### src/sv/volume_bilinear_nearest_resampler_defines.svh
// ----------------------------------------------------------------------------
// Resampler assertion macros
// Concurrent assertion wrappers, compiled out for synthesis.
// ----------------------------------------------------------------------------
`ifndef VOLUME_BILINEAR_NEAREST_RESAMPLER_DEFINES_SVH
`define VOLUME_BILINEAR_NEAREST_RESAMPLER_DEFINES_SVH
`ifndef SYNTHESIS
`define VBNR_ASSERT_IMPL(label, clk, rst_n, ante, cons) \
    label: assert property (@(posedge clk) disable iff (!rst_n) (ante) |-> (cons)) \
        else $error("assertion failed");
`define VBNR_ASSERT_NEXT(label, clk, rst_n, ante, cons) \
    label: assert property (@(posedge clk) disable iff (!rst_n) (ante) |=> (cons)) \
        else $error("assertion failed");
`else
`define VBNR_ASSERT_IMPL(label, clk, rst_n, ante, cons)
`define VBNR_ASSERT_NEXT(label, clk, rst_n, ante, cons)
`endif
`endif

### src/sv/vbnr_pkg.sv
`timescale 1ns / 1ps
// ----------------------------------------------------------------------------
// Resampler package
// Shared constants and types of the volume resampler.
// ----------------------------------------------------------------------------
package vbnr_pkg;
    localparam int MaxDimX = 32;
    localparam int MaxDimY = 32;
    localparam int MaxDimZ = 32;
    localparam int XW = $clog2(MaxDimX);
    localparam int YW = $clog2(MaxDimY);
    localparam int ZW = $clog2(MaxDimZ);
    localparam int AW = XW + YW + ZW;

    localparam logic [2:0] REG_SIZE_X = 3'd0;
    localparam logic [2:0] REG_SIZE_Y = 3'd1;
    localparam logic [2:0] REG_SIZE_Z = 3'd2;
    localparam logic [2:0] REG_RATIO_X = 3'd3;
    localparam logic [2:0] REG_RATIO_Y = 3'd4;
    localparam logic [2:0] REG_RATIO_Z = 3'd5;
    localparam logic [2:0] REG_NEAREST = 3'd6;
    localparam logic [2:0] REG_LABEL = 3'd7;

    localparam logic CMD_LOAD = 1'b0;
    localparam logic CMD_SAMPLE = 1'b1;

    // command handed from front to back
    typedef struct packed {
        logic          is_load;
        logic [AW-1:0] addr_ll;   // lo a, lo b
        logic [AW-1:0] addr_hl;   // hi a, lo b
        logic [AW-1:0] addr_lh;   // lo a, hi b
        logic [AW-1:0] addr_hh;   // hi a, hi b
        logic [15:0]   frac_a;
        logic [15:0]   frac_b;
        logic [15:0]   data;
        logic          label;
    } op_t;
endpackage

### src/sv/vbnr_queue.sv
`timescale 1ns / 1ps
// ----------------------------------------------------------------------------
// Resampler command queue
// Two-entry FIFO that decouples the front end from the back end.
// ----------------------------------------------------------------------------
`include "volume_bilinear_nearest_resampler_defines.svh"
module vbnr_queue (
    input  logic          clk,
    input  logic          rst_n,
    input  logic          in_valid,
    output logic          in_stall,
    input  vbnr_pkg::op_t in_op,
    output logic          out_valid,
    input  logic          out_stall,
    output vbnr_pkg::op_t out_op
);
    vbnr_pkg::op_t ent_reg [2];
    logic       wp_reg, rp_reg;
    logic [1:0] cnt_reg;
    logic       push, pop;

    assign in_stall  = (cnt_reg == 2'd2);
    assign out_valid = (cnt_reg != 2'd0);
    assign push      = in_valid && !in_stall;
    assign pop       = out_valid && !out_stall;
    assign out_op    = ent_reg[rp_reg];

    always_ff @(posedge clk)
    begin
        if (push)
            ent_reg[wp_reg] <= in_op;
    end

    always_ff @(posedge clk or negedge rst_n)
    begin
        if (!rst_n)
        begin
            wp_reg  <= 1'b0;
            rp_reg  <= 1'b0;
            cnt_reg <= 2'd0;
        end
        else
        begin
            if (push)
                wp_reg <= !wp_reg;
            if (pop)
                rp_reg <= !rp_reg;
            cnt_reg <= cnt_reg + 2'(push) - 2'(pop);
        end
    end

    `VBNR_ASSERT_IMPL(a_q_bound, clk, rst_n, 1'b1, cnt_reg != 2'd3)
    `VBNR_ASSERT_IMPL(a_q_ptr, clk, rst_n, cnt_reg == 2'd0 || cnt_reg == 2'd2, wp_reg == rp_reg)
    `VBNR_ASSERT_IMPL(a_q_ptr1, clk, rst_n, cnt_reg == 2'd1, wp_reg != rp_reg)
endmodule

### config.mk
export PLATFORM = sky130hd
export DESIGN_NAME = vbnr_queue
export DESIGN_NICKNAME = d
export VERILOG_FILES = /design/src/sv/vbnr_pkg.sv /design/src/sv/vbnr_queue.sv
export VERILOG_INCLUDE_DIRS = /design/src /design/src/sv
export SDC_FILE = /design/constraint.sdc
export NUM_CORES = 1
export LEC_CHECK = 0
export ABC_AREA = 1
export BUFFER_PORTS_ARGS = -buffer_cell sky130_fd_sc_hd__buf_2
export CAP_MARGIN = 20
export CORE_ASPECT_RATIO = 1.4
export CORE_MARGIN = 1.5
export CORE_UTILIZATION = 55
export CTS_CLUSTER_SIZE = 10
export DETAILED_ROUTE_END_ITERATION = 16
export GPL_ROUTABILITY_DRIVEN = 0
export PLACE_DENSITY = 0.92
export SLEW_MARGIN = 10
export SYNTH_ARGS = -nofsm -noshare
export SYNTH_HDL_FRONTEND = slang
export SYNTH_SLANG_ARGS = --single-unit
export TNS_END_PERCENT = 10
### constraint.sdc
create_clock -name clk -period 9.24 [get_ports clk]
set_input_delay 1.386 -clock clk [delete_from_list [all_inputs] [get_ports clk]]
set_output_delay 1.386 -clock clk [all_outputs]
set_load 0.1 [all_outputs]
* After elaboration in Yosys (flattened, before gate mapping) *
Memories as Yosys holds them, arrays and structs flattened.
Index checks and enable logic that the tools add are counted.

cells by class
  add/subtract/negate cells = 2
  eq/ne operators = 1
  muxes and demuxes = 2
  reduce and logical (&&, ||, !) cells = 7

operator list
  operator                                     count
  1-bit logical NOT                            4
  2-bit by 1-bit adder with 2-bit output       1
  2-bit == test (second input constant)        1
  1-bit logical AND                            2
  1-bit 2-to-1 mux                             2
  2-bit nonzero test                           1
  2-bit by 1-bit subtractor with 2-bit output  1

word-level totals
  input port bits = 114
  memories = 1
  output and inout port bits = 112
  bits in registers = 4
  logic and storage cells = 16
  RAM bits = 220

memory list
  name     words  bits a word  read ports  clocked after memory_dff  write ports  RTL line          RTL
  ent_reg  2      110          1           0                         1            vbnr_queue.sv:17  vbnr_pkg::op_t ent_reg [2];

* Logic depth before layout (Yosys ltp) *
Gate-level depths: netlist of the first run.

  word-level depth = 5
  depth in mapped cells = 10
  depth with buffers taken out = 10

* Least setup slack after synthesis of the first run *
No wires, ideal clock.

  kind = input port to flip-flop
  from = input in_valid
  to = memory ent_reg[1][0] (netlist name), enable pin
  buffers on the path = 0
  arrival = 6.044 ns
  data required time = 8.660 ns
  setup time = 0.580 ns
  stages on the path = 2
  slack = 2.616 ns
  path through = nand2_1 -> nor2_1

between the ends
  word-level cells in the longest chain between the ends = 3

ends and longest elaborated chain
  item                                    RTL line          RTL
  from (decl)                             vbnr_queue.sv:10  input logic in_valid,
  1-bit logical AND                       vbnr_queue.sv:24  assign push = in_valid && !in_stall;
  1-bit 2-to-1 mux                        vbnr_queue.sv:30  if (push)
  1-bit 2-to-1 mux (implied by the code)  vbnr_queue.sv:31  ent_reg[wp_reg] <= in_op;
  to (decl)                               vbnr_queue.sv:17

No other way between the ends.

==> impl_metrics.env, run 1 <==
export IMPL_outcome="completed"
export IMPL_fmax_ghz=0.219
export IMPL_start_kind="register"
export IMPL_vias_per_cell=5.03
export IMPL_rows=52
export IMPL_clkTransAtPathRegs_ns=0.05
export IMPL_wl_met1_mm=5.71
export IMPL_area_growth_pct=25.3
export IMPL_layout_commonest_cell="nand2_1"
export IMPL_drt_pre_antenna_iters=5
export IMPL_rsz0062_at_grt="no"
export IMPL_cts_tree="built"
export IMPL_grt_pass1_vias=5433
export IMPL_antenna_found_initial=8
export IMPL_grt_max_degree=91
export IMPL_avgSynthCellArea_sq_um=13.5
export IMPL_largest_reg_flops=220
export IMPL_hold_viol_final=0
export IMPL_num_fill_cells=942
export IMPL_setup_tns_ns=0
export IMPL_finalClockSkew_ns=0.0105
export IMPL_hold_class="register to register"
export IMPL_min_period_ns=4.56
export IMPL_worstMarginPinSlew_ns=0.792
export IMPL_path_class="register to output pin"
export IMPL_ctsRootBufferMaster="clkbuf_16"
export IMPL_synth_compound_area_share=0
export IMPL_drt_initial_drc_count=287
export IMPL_syn_inst=608
export IMPL_wl_met2_mm=9.46
export IMPL_die_w_um=106
export IMPL_synth_seq_cells=224
export IMPL_portBuffers=225
export IMPL_critPathArrivalTime_ns=3.17
export IMPL_highest_layer="met4"
export IMPL_post_cts_buffers=0
export IMPL_critical_path_peak_fanout=57
export IMPL_synth_cell_types=11
export IMPL_die_y_um=148
export IMPL_grt_pass1_wl_mm=26.1
export IMPL_dieArea_sq_mm=0.0157
export IMPL_synth_top_family_by_area="simple AND/OR/NAND/NOR gates"
export IMPL_synth_simple_area_share=0.159
export IMPL_drive_gt1_frac=0.305
export IMPL_core_area_sq_mm=0.0145
export IMPL_setup_viol=0
export IMPL_most_common_layout_cells="343 x nand2_1, 225 x buf_2, 220 x edfxtp_1, 27 x clkbuf_16, 20 x clkbuf_1"
export IMPL_cts_sinks=224
export IMPL_routed_wl_met3_mm=1.12
export IMPL_mappedNetlistArea_sq_mm=0.00822
export IMPL_cts_resized=0
export IMPL_end_kind="output pin"
export IMPL_vias=5329
export IMPL_min_period_over_period=0.493
export IMPL_htree_num_levels=1
export IMPL_slew_headroom=0.471
export IMPL_synthAdderAreaFrac=0.00305
export IMPL_nets=959
export IMPL_drv_cap=0
export IMPL_ant_nets=0
export IMPL_synth_seq_area_share=0.816
export IMPL_route_detailed_drc=0
export IMPL_synthMuxAreaShare=0
export IMPL_grt_total_usage=0.217
export IMPL_yosys_warnings=0
export IMPL_crit_required_ns=7.85
export IMPL_ios=226
export IMPL_drv_slew=0
export IMPL_grt_ovfl_total=0
export IMPL_insertion_delay_ns=0.51
export IMPL_rrSetupSlack_ns=6.42
export IMPL_cts_made_buffers=26
export IMPL_yosys_area_share_xor_xnor=0
export IMPL_cts_buffer_depth=3
export IMPL_wl_per_cell_um=16.0
export IMPL_postCtsHoldBufs=0
export IMPL_finalWirelength_mm=17.0
export IMPL_hpwl_mm=10.8
export IMPL_syn_num_nets=724
export IMPL_start_util=0.566
==> stage by stage <==
step                      instances  hold WS (ns)  worst slack (ns)   util  area, sq um
after floorplan                 608         0.442              2.62      -         8220
after global placement         1003         0.453              5.25  0.654         9490
after detailed placement       1003         0.475              5.25  0.654         9490
after CTS                      1051         0.488              4.69  0.707        10300
after global routing           1055         0.515              4.50  0.709        10300
final                          1060         0.480              4.68  0.710        10300
==> area by class of cell <==
cell class / count / area, sq um / share of cell area
Multi-Input combinational cell: 349 / 1340 / 0.130
Tap cell: 189 / 236 / 0.0230
Inverter: 11 / 45.0 / 0.00437
Clock buffer: 47 / 751 / 0.0729
Sequential cell: 224 / 6710 / 0.651
Clock inverter: 1 / 7.51 / 0.000729
Timing Repair Buffer: 231 / 1190 / 0.116
Antenna cell: 8 / 20.0 / 0.00194
==> cell families after synthesis <==
kind of cell,count (synthesis)
adder cells (fa/ha/maj),2
buffers and inverters,35
flip-flops,224
AND/OR/NAND/NOR,347
==> path summary, 6_finish.rpt <==
check | startpoint | cells after the start | endpoint
max | rp_reg | 5 | out_op[7]
min | wp_reg | 2 | wp_reg
max reg2reg | cnt_reg[0] | 6 | ent_reg[1][28]
min reg2reg | wp_reg | 2 | wp_reg
max in group asynchronous | rst_n | 1 | rp_reg
min in group asynchronous | rst_n | 1 | rp_reg
==> layer usage <==
layer,vias to the layer above,GRT usage
li1,2529,-
met1,2521,0.226
met2,230,0.403
met3,49,0.0476
met4,0,0.113
met5,-,0
==> Yosys cell counts <==
master / number / area [sq um]
nand2_1: 343 / 1290
edfxtp_1: 220 / 6610
buf_2: 12 / 60.1
inv_1: 10 / 37.5
buf_4: 9 / 67.6
dfrtp_1: 4 / 100
clkbuf_1: 3 / 11.3
nand3_1: 3 / 15.0
ha_1: 2 / 25.0
inv_2: 1 / 3.75
nor2_1: 1 / 3.75
==> critical path: stages, from the launching register on <==
cell      delay [ns]
dfrtp_4         0.73
clkinv_2        0.76
buf_4           0.58
nand2_1         0.15
nand2_1         0.07
buf_2           0.29
Power of run 1 is left out: the tool's default activity adds up to more than one toggle a clock period on the data nets, which glitch-free logic cannot reach.
==> run 2: changes to the inputs <==
Settings changed: CORE_UTILIZATION 55 to 52, PLACE_DENSITY 0.92 to 0.88.
Clock period 9.24 ns to 4.35 ns, I/O delays scaled along.
==> impl_metrics.env, run 2 (synthesis results as in run 1) <==
export IMPL_outcome="completed"
export IMPL_layout_commonest_cell="nand2_1"
export IMPL_antenna_found_initial=1
export IMPL_core_area_sq_mm=0.0155
export IMPL_clkTransAtPathRegs_ns=0.05
export IMPL_dieArea_sq_mm=0.0166
export IMPL_nets=960
export IMPL_min_period_over_period=0.849
export IMPL_most_common_layout_cells="343 x nand2_1, 225 x buf_2, 220 x edfxtp_1, 27 x clkbuf_16, 10 x clkbuf_1"
export IMPL_finish_utilization=0.660
export IMPL_crit_required_ns=3.70
export IMPL_critPathArrivalTime_ns=3.04
export IMPL_drv_cap=0
export IMPL_area_growth_pct=24.8
export IMPL_drv_slew=0
export IMPL_die_y_um=152
export IMPL_num_fill_cells=1079
export IMPL_drive_gt1_frac=0.308
export IMPL_start_util=0.529
export IMPL_vias=5222
export IMPL_route_detailed_drc=0
export IMPL_cpMostUsedCell="nand2_1"
export IMPL_grt_total_usage=0.194
export IMPL_grt_ovfl_total=0
export IMPL_fmax_ghz=0.271
export IMPL_crit_buf_inv=3
export IMPL_setup_tns_ns=0
export IMPL_cts_sinks=224
export IMPL_critPathTopFamily="buffers and inverters"
export IMPL_portBuffers=225
export IMPL_cts_tree="built"
export IMPL_insertion_delay_ns=0.50
export IMPL_hpwl_mm=10.7
export IMPL_crit_slowest_cell="clkinv_2"
export IMPL_ctsRootBufferMaster="clkbuf_16"
export IMPL_hold_class="input port to register"
export IMPL_ant_nets=0
export IMPL_start_kind="register"
export IMPL_cts_made_buffers=26
export IMPL_finalWirelength_mm=16.7
export IMPL_path_cells="clkinv_2 > buf_12 > nand2_1 > nand2_1 > buf_2"
export IMPL_finalInstanceArea_sq_mm=0.0103
export IMPL_finalClockSkew_ns=0.0116
export IMPL_largest_reg_flops=220
export IMPL_hold_viol_final=0
export IMPL_end_kind="output pin"
export IMPL_grt_pass1_vias=5120
export IMPL_drt_initial_drc_count=309
export IMPL_grt_max_degree=70
export IMPL_dp_slack_ns=1.08
export IMPL_die_w_um=109
export IMPL_cts_buffer_depth=3
export IMPL_path_class="register to output pin"
export IMPL_setup_slack_ns=0.655
export IMPL_rsz0062_at_grt="no"
export IMPL_rrSetupSlack_ns=1.96
export IMPL_drt_pre_antenna_iters=8
export IMPL_setup_viol=0
export IMPL_wl_per_cell_um=15.8
export IMPL_slew_headroom=0.410
export IMPL_critical_path_peak_fanout=61
export IMPL_worstMarginPinSlew_ns=0.883
export IMPL_post_cts_buffers=0
export IMPL_critical_path_max_stage_delay_ns=0.82
export IMPL_ios=226
export IMPL_rows=54
export IMPL_min_period_ns=3.69
export IMPL_grt_pass1_wl_mm=24.6
export IMPL_htree_num_levels=1
export IMPL_vias_per_cell=4.97
export IMPL_dpl_instance_area_sq_mm=0.00952
==> run 2: timing repair <==
action,in CTS,in global routing
hold buffers,1,0
setup endpoints to repair,0,0
gates resized for setup,0,0
hold endpoints to repair,4,0
==> run 2: worst paths after layout <==
kind                           start        endpoint  cells past startpoint
max                           rp_reg      out_op[77]                      5
min                        in_op[88]  ent_reg[0][88]                      1
max reg2reg                   rp_reg          rp_reg                      4
min reg2reg                   wp_reg          wp_reg                      2
max in group asynchronous      rst_n          rp_reg                      2
min in group asynchronous      rst_n          wp_reg                      2
==> run 2: per-stage QoR <==
step	hold WS, ns	std cells
2_1_floorplan	0.357	608
3_3_place_gp	0.454	1011
3_5_place_dp	0.459	1011
4_1_cts	0.314	1050
5_1_grt	0.309	1051
6_report	0.335	1051
==> run 2: per-layer routing <==
layer,global-route usage,vias up,part of all wire,wire [um]
met3,0.0505,38,0.072,1200
met4,0.0792,0,0.029,491
li1,-,2512,-,-
met5,0,-,0,0
met1,0.223,2458,0.37,6120
met2,0.344,214,0.53,8840
==> run 2: area by class of cell <==
type                    count  area (sq um)  share of cell area
flip-flops and latches    224          6710               0.654
multi-input cells         349          1340               0.131
repair buffers            232          1190               0.116
clock buffers              37           713              0.0695
well taps                 196           245              0.0239
inverters                  11          45.0             0.00439
clock inverters             1          8.76            0.000854
diodes                      1          2.50            0.000244
Power of run 2 is left out for the same reason.
