## config.mk

```make
export PLATFORM = sky130hd
export DESIGN_NAME = vbnr_front
export DESIGN_NICKNAME = d
export VERILOG_FILES = /design/src/sv/vbnr_pkg.sv /design/src/sv/vbnr_front.sv
export VERILOG_INCLUDE_DIRS = /design/src /design/src/sv
export SDC_FILE = /design/constraint.sdc
export NUM_CORES = 2
export LEC_CHECK = 0
export BUFFER_PORTS_ARGS = -buffer_cell sky130_fd_sc_hd__buf_2
export CAP_MARGIN = 20
export CELL_PAD_IN_SITES_DETAIL_PLACEMENT = 1
export CELL_PAD_IN_SITES_GLOBAL_PLACEMENT = 1
export CORE_MARGIN = 5
export CORE_UTILIZATION = 49
export CTS_CLUSTER_DIAMETER = 150
export DETAILED_ROUTE_END_ITERATION = 6
export PLACE_DENSITY_LB_ADDON = 0.05
export SLEW_MARGIN = 40
export SYNTH_ARGS = -nofsm -noshare
export SYNTH_HDL_FRONTEND = slang
export SYNTH_SLANG_ARGS = --single-unit
```

## constraint.sdc

```tcl
create_clock -name clk -period 12.3 [get_ports clk]
set_input_delay 0.615 -clock clk [delete_from_list [all_inputs] [get_ports clk]]
set_output_delay 0.615 -clock clk [all_outputs]
set_load 0.05 [all_outputs]
```

## src/sv/volume_bilinear_nearest_resampler_defines.svh

```systemverilog
// ----------------------------------------------------------------------------
// Resampler assertion macros
// Concurrent assertion wrappers, compiled out for synthesis.
// ----------------------------------------------------------------------------
`ifndef VOLUME_BILINEAR_NEAREST_RESAMPLER_DEFINES_SVH
`define VOLUME_BILINEAR_NEAREST_RESAMPLER_DEFINES_SVH
`ifndef SYNTHESIS
`define VBNR_ASSERT_IMPL(label, clk, rst_n, ante, cons) \
    label: assert property (@(posedge clk) disable iff (!rst_n) (ante) |-> (cons)) \
        else $error("assertion failed");
`define VBNR_ASSERT_NEXT(label, clk, rst_n, ante, cons) \
    label: assert property (@(posedge clk) disable iff (!rst_n) (ante) |=> (cons)) \
        else $error("assertion failed");
`else
`define VBNR_ASSERT_IMPL(label, clk, rst_n, ante, cons)
`define VBNR_ASSERT_NEXT(label, clk, rst_n, ante, cons)
`endif
`endif

```

## src/sv/vbnr_pkg.sv

```systemverilog
`timescale 1ns / 1ps
// ----------------------------------------------------------------------------
// Resampler package
// Shared constants and types of the volume resampler.
// ----------------------------------------------------------------------------
package vbnr_pkg;
    localparam int MaxDimX = 32;
    localparam int MaxDimY = 32;
    localparam int MaxDimZ = 32;
    localparam int XW = $clog2(MaxDimX);
    localparam int YW = $clog2(MaxDimY);
    localparam int ZW = $clog2(MaxDimZ);
    localparam int AW = XW + YW + ZW;

    localparam logic [2:0] REG_SIZE_X = 3'd0;
    localparam logic [2:0] REG_SIZE_Y = 3'd1;
    localparam logic [2:0] REG_SIZE_Z = 3'd2;
    localparam logic [2:0] REG_RATIO_X = 3'd3;
    localparam logic [2:0] REG_RATIO_Y = 3'd4;
    localparam logic [2:0] REG_RATIO_Z = 3'd5;
    localparam logic [2:0] REG_NEAREST = 3'd6;
    localparam logic [2:0] REG_LABEL = 3'd7;

    localparam logic CMD_LOAD = 1'b0;
    localparam logic CMD_SAMPLE = 1'b1;

    // command handed from front to back
    typedef struct packed {
        logic          is_load;
        logic [AW-1:0] addr_ll;   // lo a, lo b
        logic [AW-1:0] addr_hl;   // hi a, lo b
        logic [AW-1:0] addr_lh;   // lo a, hi b
        logic [AW-1:0] addr_hh;   // hi a, hi b
        logic [15:0]   frac_a;
        logic [15:0]   frac_b;
        logic [15:0]   data;
        logic          label;
    } op_t;
endpackage

```

## src/sv/vbnr_front.sv

```systemverilog
`timescale 1ns / 1ps
// ----------------------------------------------------------------------------
// Resampler front end
// Accepts transactions, scales coordinates and computes neighbor addresses.
// Two stages: multiply, then clamp and address.
// ----------------------------------------------------------------------------
`include "volume_bilinear_nearest_resampler_defines.svh"
module vbnr_front (
    input  logic                 clk,
    input  logic                 rst_n,
    input  logic                 valid,
    output logic                 stall,
    input  logic                 command,
    input  logic [7:0]           coord_x,
    input  logic [7:0]           coord_y,
    input  logic [7:0]           coord_z,
    input  logic signed [15:0]   voxel_in,
    input  logic [5:0]           src_size_x,
    input  logic [5:0]           src_size_y,
    input  logic [5:0]           src_size_z,
    input  logic [23:0]          ratio_x,
    input  logic [23:0]          ratio_y,
    input  logic [23:0]          ratio_z,
    input  logic [1:0]           nearest_axis,
    input  logic                 label_mode,
    output logic                 op_valid,
    output vbnr_pkg::op_t        op,
    input  logic                 op_stall
);
    // stage 1
    logic        s1_valid_reg;
    logic        s1_cmd_reg;
    logic [7:0]  s1_cx_reg, s1_cy_reg, s1_cz_reg;
    logic [31:0] s1_px_reg, s1_py_reg, s1_pz_reg;
    logic [15:0] s1_data_reg;
    // stage 2 (output)
    logic          s2_valid_reg;
    vbnr_pkg::op_t s2_op_reg;
    vbnr_pkg::op_t op_next;
    logic          adv2, adv1;

    assign adv2  = !s2_valid_reg || !op_stall;
    assign adv1  = !s1_valid_reg || adv2;
    assign stall = !adv1;

    always_ff @(posedge clk)
    begin
        if (adv1)
        begin
            s1_cmd_reg  <= command;
            s1_cx_reg   <= coord_x;
            s1_cy_reg   <= coord_y;
            s1_cz_reg   <= coord_z;
            s1_px_reg   <= coord_x * ratio_x;
            s1_py_reg   <= coord_y * ratio_y;
            s1_pz_reg   <= coord_z * ratio_z;
            s1_data_reg <= voxel_in;
        end
        if (adv2 && s1_valid_reg)
            s2_op_reg <= op_next;
    end

    always_ff @(posedge clk or negedge rst_n)
    begin
        if (!rst_n)
        begin
            s1_valid_reg <= 1'b0;
            s2_valid_reg <= 1'b0;
        end
        else
        begin
            if (adv1)
                s1_valid_reg <= valid;
            if (adv2)
                s2_valid_reg <= s1_valid_reg;
        end
    end

    function automatic logic [5:0] eff_size(input logic [5:0] s, input int mx);
        logic [5:0] r;
        begin
            r = s;
            if (s == 6'd0)
                r = 6'd1;
            if ({26'd0, s} > mx)
                r = 6'(mx);
            return r;
        end
    endfunction

    // per-axis: lo, hi, frac
    logic [5:0]  sz   [3];
    logic [31:0] p    [3];
    logic [4:0]  lo   [3];
    logic [4:0]  hi   [3];
    logic [15:0] fr   [3];
    logic [1:0]  n;
    logic [17:0] rnd;
    logic [4:0]  cl [4][3];

    always_comb
    begin
        sz[0] = eff_size(src_size_x, vbnr_pkg::MaxDimX);
        sz[1] = eff_size(src_size_y, vbnr_pkg::MaxDimY);
        sz[2] = eff_size(src_size_z, vbnr_pkg::MaxDimZ);
        p[0] = s1_px_reg;
        p[1] = s1_py_reg;
        p[2] = s1_pz_reg;
        n = (nearest_axis == 2'd3) ? 2'd2 : nearest_axis;
        for (int ax = 0; ax < 3; ax++)
        begin
            rnd = 18'(({1'b0, p[ax]} + 33'h8000) >> 16);
            if (ax == int'(n))
            begin
                lo[ax] = (rnd > 18'(sz[ax] - 6'd1)) ? 5'(sz[ax] - 6'd1) : rnd[4:0];
                hi[ax] = lo[ax];
                fr[ax] = 16'd0;
            end
            else if (p[ax][31:16] >= 16'(sz[ax] - 6'd1))
            begin
                lo[ax] = 5'(sz[ax] - 6'd1);
                hi[ax] = lo[ax];
                fr[ax] = 16'd0;
            end
            else
            begin
                lo[ax] = p[ax][20:16];
                hi[ax] = 5'(p[ax][20:16] + 5'd1);
                fr[ax] = p[ax][15:0];
            end
        end
        // corner k: bit0 = a hi, bit1 = b hi
        for (int k = 0; k < 4; k++)
        begin
            for (int ax = 0; ax < 3; ax++)
            begin
                cl[k][ax] = lo[ax];
                if (ax == (int'(n) + 1) % 3 && k[0])
                    cl[k][ax] = hi[ax];
                if (ax == (int'(n) + 2) % 3 && k[1])
                    cl[k][ax] = hi[ax];
            end
        end
        op_next.is_load = (s1_cmd_reg == vbnr_pkg::CMD_LOAD);
        if (s1_cmd_reg == vbnr_pkg::CMD_LOAD)
            op_next.addr_ll = {s1_cx_reg[4:0], s1_cy_reg[4:0], s1_cz_reg[4:0]};
        else
            op_next.addr_ll = {cl[0][0], cl[0][1], cl[0][2]};
        op_next.addr_hl = {cl[1][0], cl[1][1], cl[1][2]};
        op_next.addr_lh = {cl[2][0], cl[2][1], cl[2][2]};
        op_next.addr_hh = {cl[3][0], cl[3][1], cl[3][2]};
        op_next.frac_a = fr[(int'(n) + 1) % 3];
        op_next.frac_b = fr[(int'(n) + 2) % 3];
        op_next.data = s1_data_reg;
        // on a load the label bit marks a load outside the store, which is dropped
        op_next.label = label_mode;
        if (s1_cmd_reg == vbnr_pkg::CMD_LOAD)
            op_next.label = (s1_cx_reg >= 8'(vbnr_pkg::MaxDimX)) ||
                            (s1_cy_reg >= 8'(vbnr_pkg::MaxDimY)) ||
                            (s1_cz_reg >= 8'(vbnr_pkg::MaxDimZ));
    end

    assign op_valid = s2_valid_reg;
    assign op       = s2_op_reg;

    `VBNR_ASSERT_NEXT(a_front_hold, clk, rst_n, op_valid && op_stall, op_valid && $stable(op))
    `VBNR_ASSERT_IMPL(a_front_stall, clk, rst_n, stall, s1_valid_reg && s2_valid_reg)
    `VBNR_ASSERT_NEXT(a_front_flow, clk, rst_n, s1_valid_reg && !stall, op_valid)
endmodule

```

# [Yosys cells after proc, flatten, opt, wreduce, memory -nomap -nowiden]
# Cells that the tools add are included.
[totals] latch_bits=0 output_inout_bits=112 inputBits=138 memories=0 ram_bits=0 rom_bits=0 word_cells=125 regBits=249
[classes] addsub=17 n_bitwise=3 reduce_logical=15 n_mux=45 n_mul=3 n_lt_le_gt_ge=14 div_mod_pow=2 n_eq_ne=7 n_shift=0
[ops] cell="$mux 16" count=10
[ops] cell="$mux 5" count=24
[ops] cell="$add 32x16->33 const B" count=3
[ops] cell="$mul 8x24->32" count=3
[ops] cell="$bmux 16 s2" count=2
[ops] cell="$eq 2x32->1 const A" count=2
[ops] cell="$eq 3x32->1 const A" count=2
[ops] cell="$ge 32x3->1 const B" count=2
[ops] cell="$logic_not 32->1" count=2
[ops] cell="$mod 32x3->32 const B" count=2
[ops] cell="$not 32->32" count=2
[ops] cell="$gt 17x18->1" count=3
[ops] cell="$ge 16x16->1" count=3
[ops] cell="$sub 6x1->7 const B" count=6
[ops] cell="$mux 6" count=6
[ops] cell="$ge 8x6->1 const B" count=3
[ops] cell="$gt 6x6->1 const B" count=3
[ops] cell="$logic_not 6->1" count=3
[ops] cell="$add 5x1->5 const B" count=3
[ops] cell="$mux 15" count=1
[ops] cell="$sub 5x1->5 const B" count=3
[ops] cell="$eq 2x2->1 const A" count=2
[ops] cell="$logic_not 1->1" count=4
[ops] cell="$logic_or 1x1->1" count=4
[ops] cell="other kinds (8)" count=8

# [Logic depth before layout (Yosys ltp)]
[logic_depth] word_depth=10 ltp_mapped=20 mapped_depth_nobuf=19

# [Least setup slack after synthesis]
# No wires, ideal clock.
[synth_path] path_kind="reg2reg" start="register s2_valid_reg, in the netlist op_valid" end="register s2_op_reg (netlist bit op[0]), enable pin" n_path_buf=0 required_ns=11.553 setup_slack_ns=2.941 setup_time_ns=0.747 synth_period_minus_slack_ns=9.359 arrival_time_ns=8.611 path_stages_with_launch=2 cell_sequence="dfrtp_1 > a21boi_0"
[synth_between] elab_chain_cells=3
[synth_rtl] element="start: declaration" line_no="vbnr_front.sv:37" rtl="logic s2_valid_reg;"
[synth_rtl] element="start signal: assignment" line_no="vbnr_front.sv:75" rtl="s2_valid_reg <= s1_valid_reg;"
[synth_rtl] element="$logic_not 1->1" line_no="vbnr_front.sv:42" rtl="assign adv2 = !s2_valid_reg || !op_stall;"
[synth_rtl] element="$logic_or 1x1->1" line_no="vbnr_front.sv:42"
[synth_rtl] element="$logic_and 1x1->1" line_no="vbnr_front.sv:59" rtl="if (adv2 && s1_valid_reg)"
[synth_rtl] element="end signal: assignment" line_no="vbnr_front.sv:60" rtl="s2_op_reg <= op_next;"
[synth_rtl] element="end: declaration" line_no="vbnr_front.sv:38" rtl="vbnr_pkg::op_t s2_op_reg;"
# Every way passes these cells.
# A chain may end at the register's enable or synchronous reset.

# [Worst setup path after layout]
[layout_path] start="input coord_x[5]" end="register s1_px_reg[31] (data pin)"
[layout_between] elab_chain_cells=1
[layout_rtl] element="start: declaration" line_no="vbnr_front.sv:14" rtl="input logic [7:0] coord_x,"
[layout_rtl] element="$mul 8x24->32" line_no="vbnr_front.sv:54" rtl="s1_px_reg <= coord_x * ratio_x;"
[layout_rtl] element="end signal: assignment" line_no="vbnr_front.sv:54"
[layout_rtl] element="end: declaration" line_no="vbnr_front.sv:34" rtl="logic [31:0] s1_px_reg, s1_py_reg, s1_pz_reg;"
# Every way passes these cells.

==> flow_summary.yaml <==
outcome:
  status: "finished clean"
grt:
  grt_pass1_wl_um: 147000
  grt-ovfl-total: 0
  grt_pass1_vias: 26800
  track_usage_pct: 26.7
  antenna_found_initial: 4
  grt_max_degree: 75
timing:
  finalMaxSlewViolations: 0
  tightest_slew_ps: 826
  max_slew_margin_pct: 44.7
  rsz0062_at_grt: "no"
  timing.final.ws_setup_ps: 6270
  fmax_ghz: 0.166
  period_share_pct: 49.0
  post-route-min-period_ps: 6030
  final-hold-violation-count: 0
  skew_ps: 18.1
  setup_viol: 0
  setup_tns_ps: 0
yosys:
  synth_commonest_cells: "inv_1 (493), and2_1 (448), fa_1 (396)"
  synth_edf_count: 247
  synth.most_common_cell: "inv_1"
  yosysTopAreaCell: "fa_1"
  ys_ff_latch: 249
  synthArstFlopShare_pct: 0.803
  ys.flop_type: "edfxtp_1"
  seq_area_frac_synth_pct: 24.0
  syn_area_per_cell_um2: 9.78
  yosysUniqueCellTypes: 104
  yosys.area.top_type_share_pct: 25.4
  netlist_area_mm2: 0.0312
  yosysWarnings: 0
  yosys-top-cells-area: "fa_1 (25%), edfxtp_1 (24%), ha_1 (9.8%), and2_1 (9.0%), inv_1 (5.9%)"
  synthCells: 3186
place:
  dp_cells: 4205
  place_congestion: 0.888
  dpl_cell_area_mm2: 0.0332
  io_buffers: 249
  dp_hpwl_um: 71800
  preCtsSetupSlack_ps: 5760
cells_and_area:
  final_area_mm2: 0.0343
  drive_above_1_share_pct: 10.4
  synthToLayoutAreaGrowth_pct: 10.0
  nFillCells: 7241
  finalNonFillerCells: 4265
  nets: 4170
  largest_register_ffs: 110
power_and_ir_drop:
  seqPwrFrac_pct: 22.2
  p_sw_share_pct: 49.3
  p_leak_nw: 15.7
  clkPwrFrac_pct: 11.6
  p_switching_mw: 3.97
  ir_worst_vdd_uv: 122
  p_total_mw: 8.04
  p_comb_share_pct: 66.2
  pwr_density_cell_mw_per_mm2: 235
  p_int_mw: 4.07
clocking:
  cts_sinks: 249
  cts_tree: "built"
  cts_resized: 0
  cts_root_buffer: "clkbuf_16"
  cts_buffer_depth: 3
  clk_latency_ps: 580
  htree_levels: 1
  cts-buffers-inserted: 31
  cts_hold_buf: 1
  post-cts-setup-buffer-count: 0
  clkSlewWorstSetupHoldPaths_ps: 60
drt:
  via_per_inst: 5.57
  drt_iter0_markers: 1167
  wirelength_um: 91000
  vias: 23800
  drc: 0
  drtPass1Iterations: 5
  detail_route.wl_per_cell_um: 21.3
  ant_nets: 0
worst_setup_path:
  crit_type: "input pin to flop"
  crit_slowest_cell: "o311ai_0"
  reg2reg_slack_ps: 7380
  crit_chain: "buf_2 > and2_1 > fa_1 > fa_1 > fa_1 > inv_1 > fa_1 > inv_1 > ha_1 > o21a_1 > o2111a_1 > o21a_1 > o31ai_1 > a211oi_1 > o311ai_0 > a31oi_1 > nor4_1 > a311oi_1"
  crit_required_ps: 12590
  worst-path-max-fanout: 25
  cpPeakStageDelay_ps: 590
  end_kind: "flop"
  reg2reg_to: "op[73]"
  cpMostUsedCell: "fa_1"
  regToRegStartpoint: "s1_py_reg[17]"
  setup.worst_path.end: "s1_px_reg[31]"
  setup.worst_path.start: "coord_x[5]"
  reg2reg_depth: 14
  critPathArrivalTime_ps: 6320
  start_kind: "input pin"
floorplan:
  die_area_mm2: 0.0687
  rows: 92
  die_w_um: 262
  initial_core_util_pct: 49.4
  die_h_um: 262
  io_pins: 250
  core_area_mm2: 0.0631
worst_hold_path:
  hp-class: "input pin to flop"
run:
  drv_cap: 0
final cells by class:
cell class / instances / area (um^2) / area share (%)
inverters: 496 / 1860 / 5.43
clock inverters: 22 / 240 / 0.701
repair buffers: 263 / 1360 / 3.97
well taps: 846 / 1060 / 3.09
diodes: 1 / 2.50 / 0.00730
multi-input cells: 2352 / 21500 / 62.7
clock buffers: 36 / 795 / 2.32
flip-flops and latches: 249 / 7470 / 21.8
power groups by stage:
stage / Combinational (mW) / Clock (mW) / Sequential [mW]
after floorplan: 3.60 / 0 / 1.97
after global placement: 5.08 / 0 / 1.77
after detailed placement: 5.30 / 0 / 1.78
after CTS: 5.35 / 0.956 / 1.77
after global routing: 5.96 / 0.998 / 1.80
final: 5.32 / 0.935 / 1.78
cell families after synthesis:
logic type | share of synthesized area, %
buffers and inverters | 7.18
adder cells (fa/ha/maj) | 35.3
XOR/XNOR | 4.09
AND/OR/NAND/NOR | 18.2
flip-flops | 24.0
other | 0.0120
multiplexers | 0.410
AO/OA/AOI/OAI | 10.8
worst min path at each step:
stage | startpoint | to | slack [ps] | cells past startpoint
after floorplan | rst_n | op_valid | 320 | 0
after global placement | rst_n | op_valid | 400 | 1
after detailed placement | rst_n | op_valid | 400 | 1
after CTS | voxel_in[13] | s1_data_reg[13] | 180 | 1
after global routing | voxel_in[13] | s1_data_reg[13] | 180 | 1
final | voxel_in[4] | s1_data_reg[4] | 210 | 1
critical path: cells and delay by family:
family          cells  cell delay, ps
compound gates      8            2260
buf+inv             3             490
simple gates        2             520
fa+ha+maj           5            2420
metrics by stage:
stage | hold WS [ps] | util, %
2_1_floorplan | 319 | -
4_1_cts | 182 | 54.3
3_3_place_gp | 400 | 52.7
5_1_grt | 177 | 54.3
3_5_place_dp | 402 | 52.7
6_report | 213 | 54.3
routing by layer:
metal / routed length (um) / GRT usage, % / part of all wire [%]
met5: 0 / 0 / 0
met2: 45600 / 47.2 / 50
met3: 4590 / 2.87 / 5.0
met1: 38100 / 35.2 / 42
met4: 2640 / 7.07 / 2.9
cells in the final DEF, fill, tap and decap left out, types with 50 or more instances in the layout:
cell type  count
edfxtp_1     247
ha_1         243
xnor2_1      104
nand3_1       50
fa_1         396
buf_2        249
inv_1        493
o21ai_0      114
nor2_1       102
a21oi_1      112
and2_1       448
nand2_1      266
a21o_1        54
(Power assumes the default switching activity.)
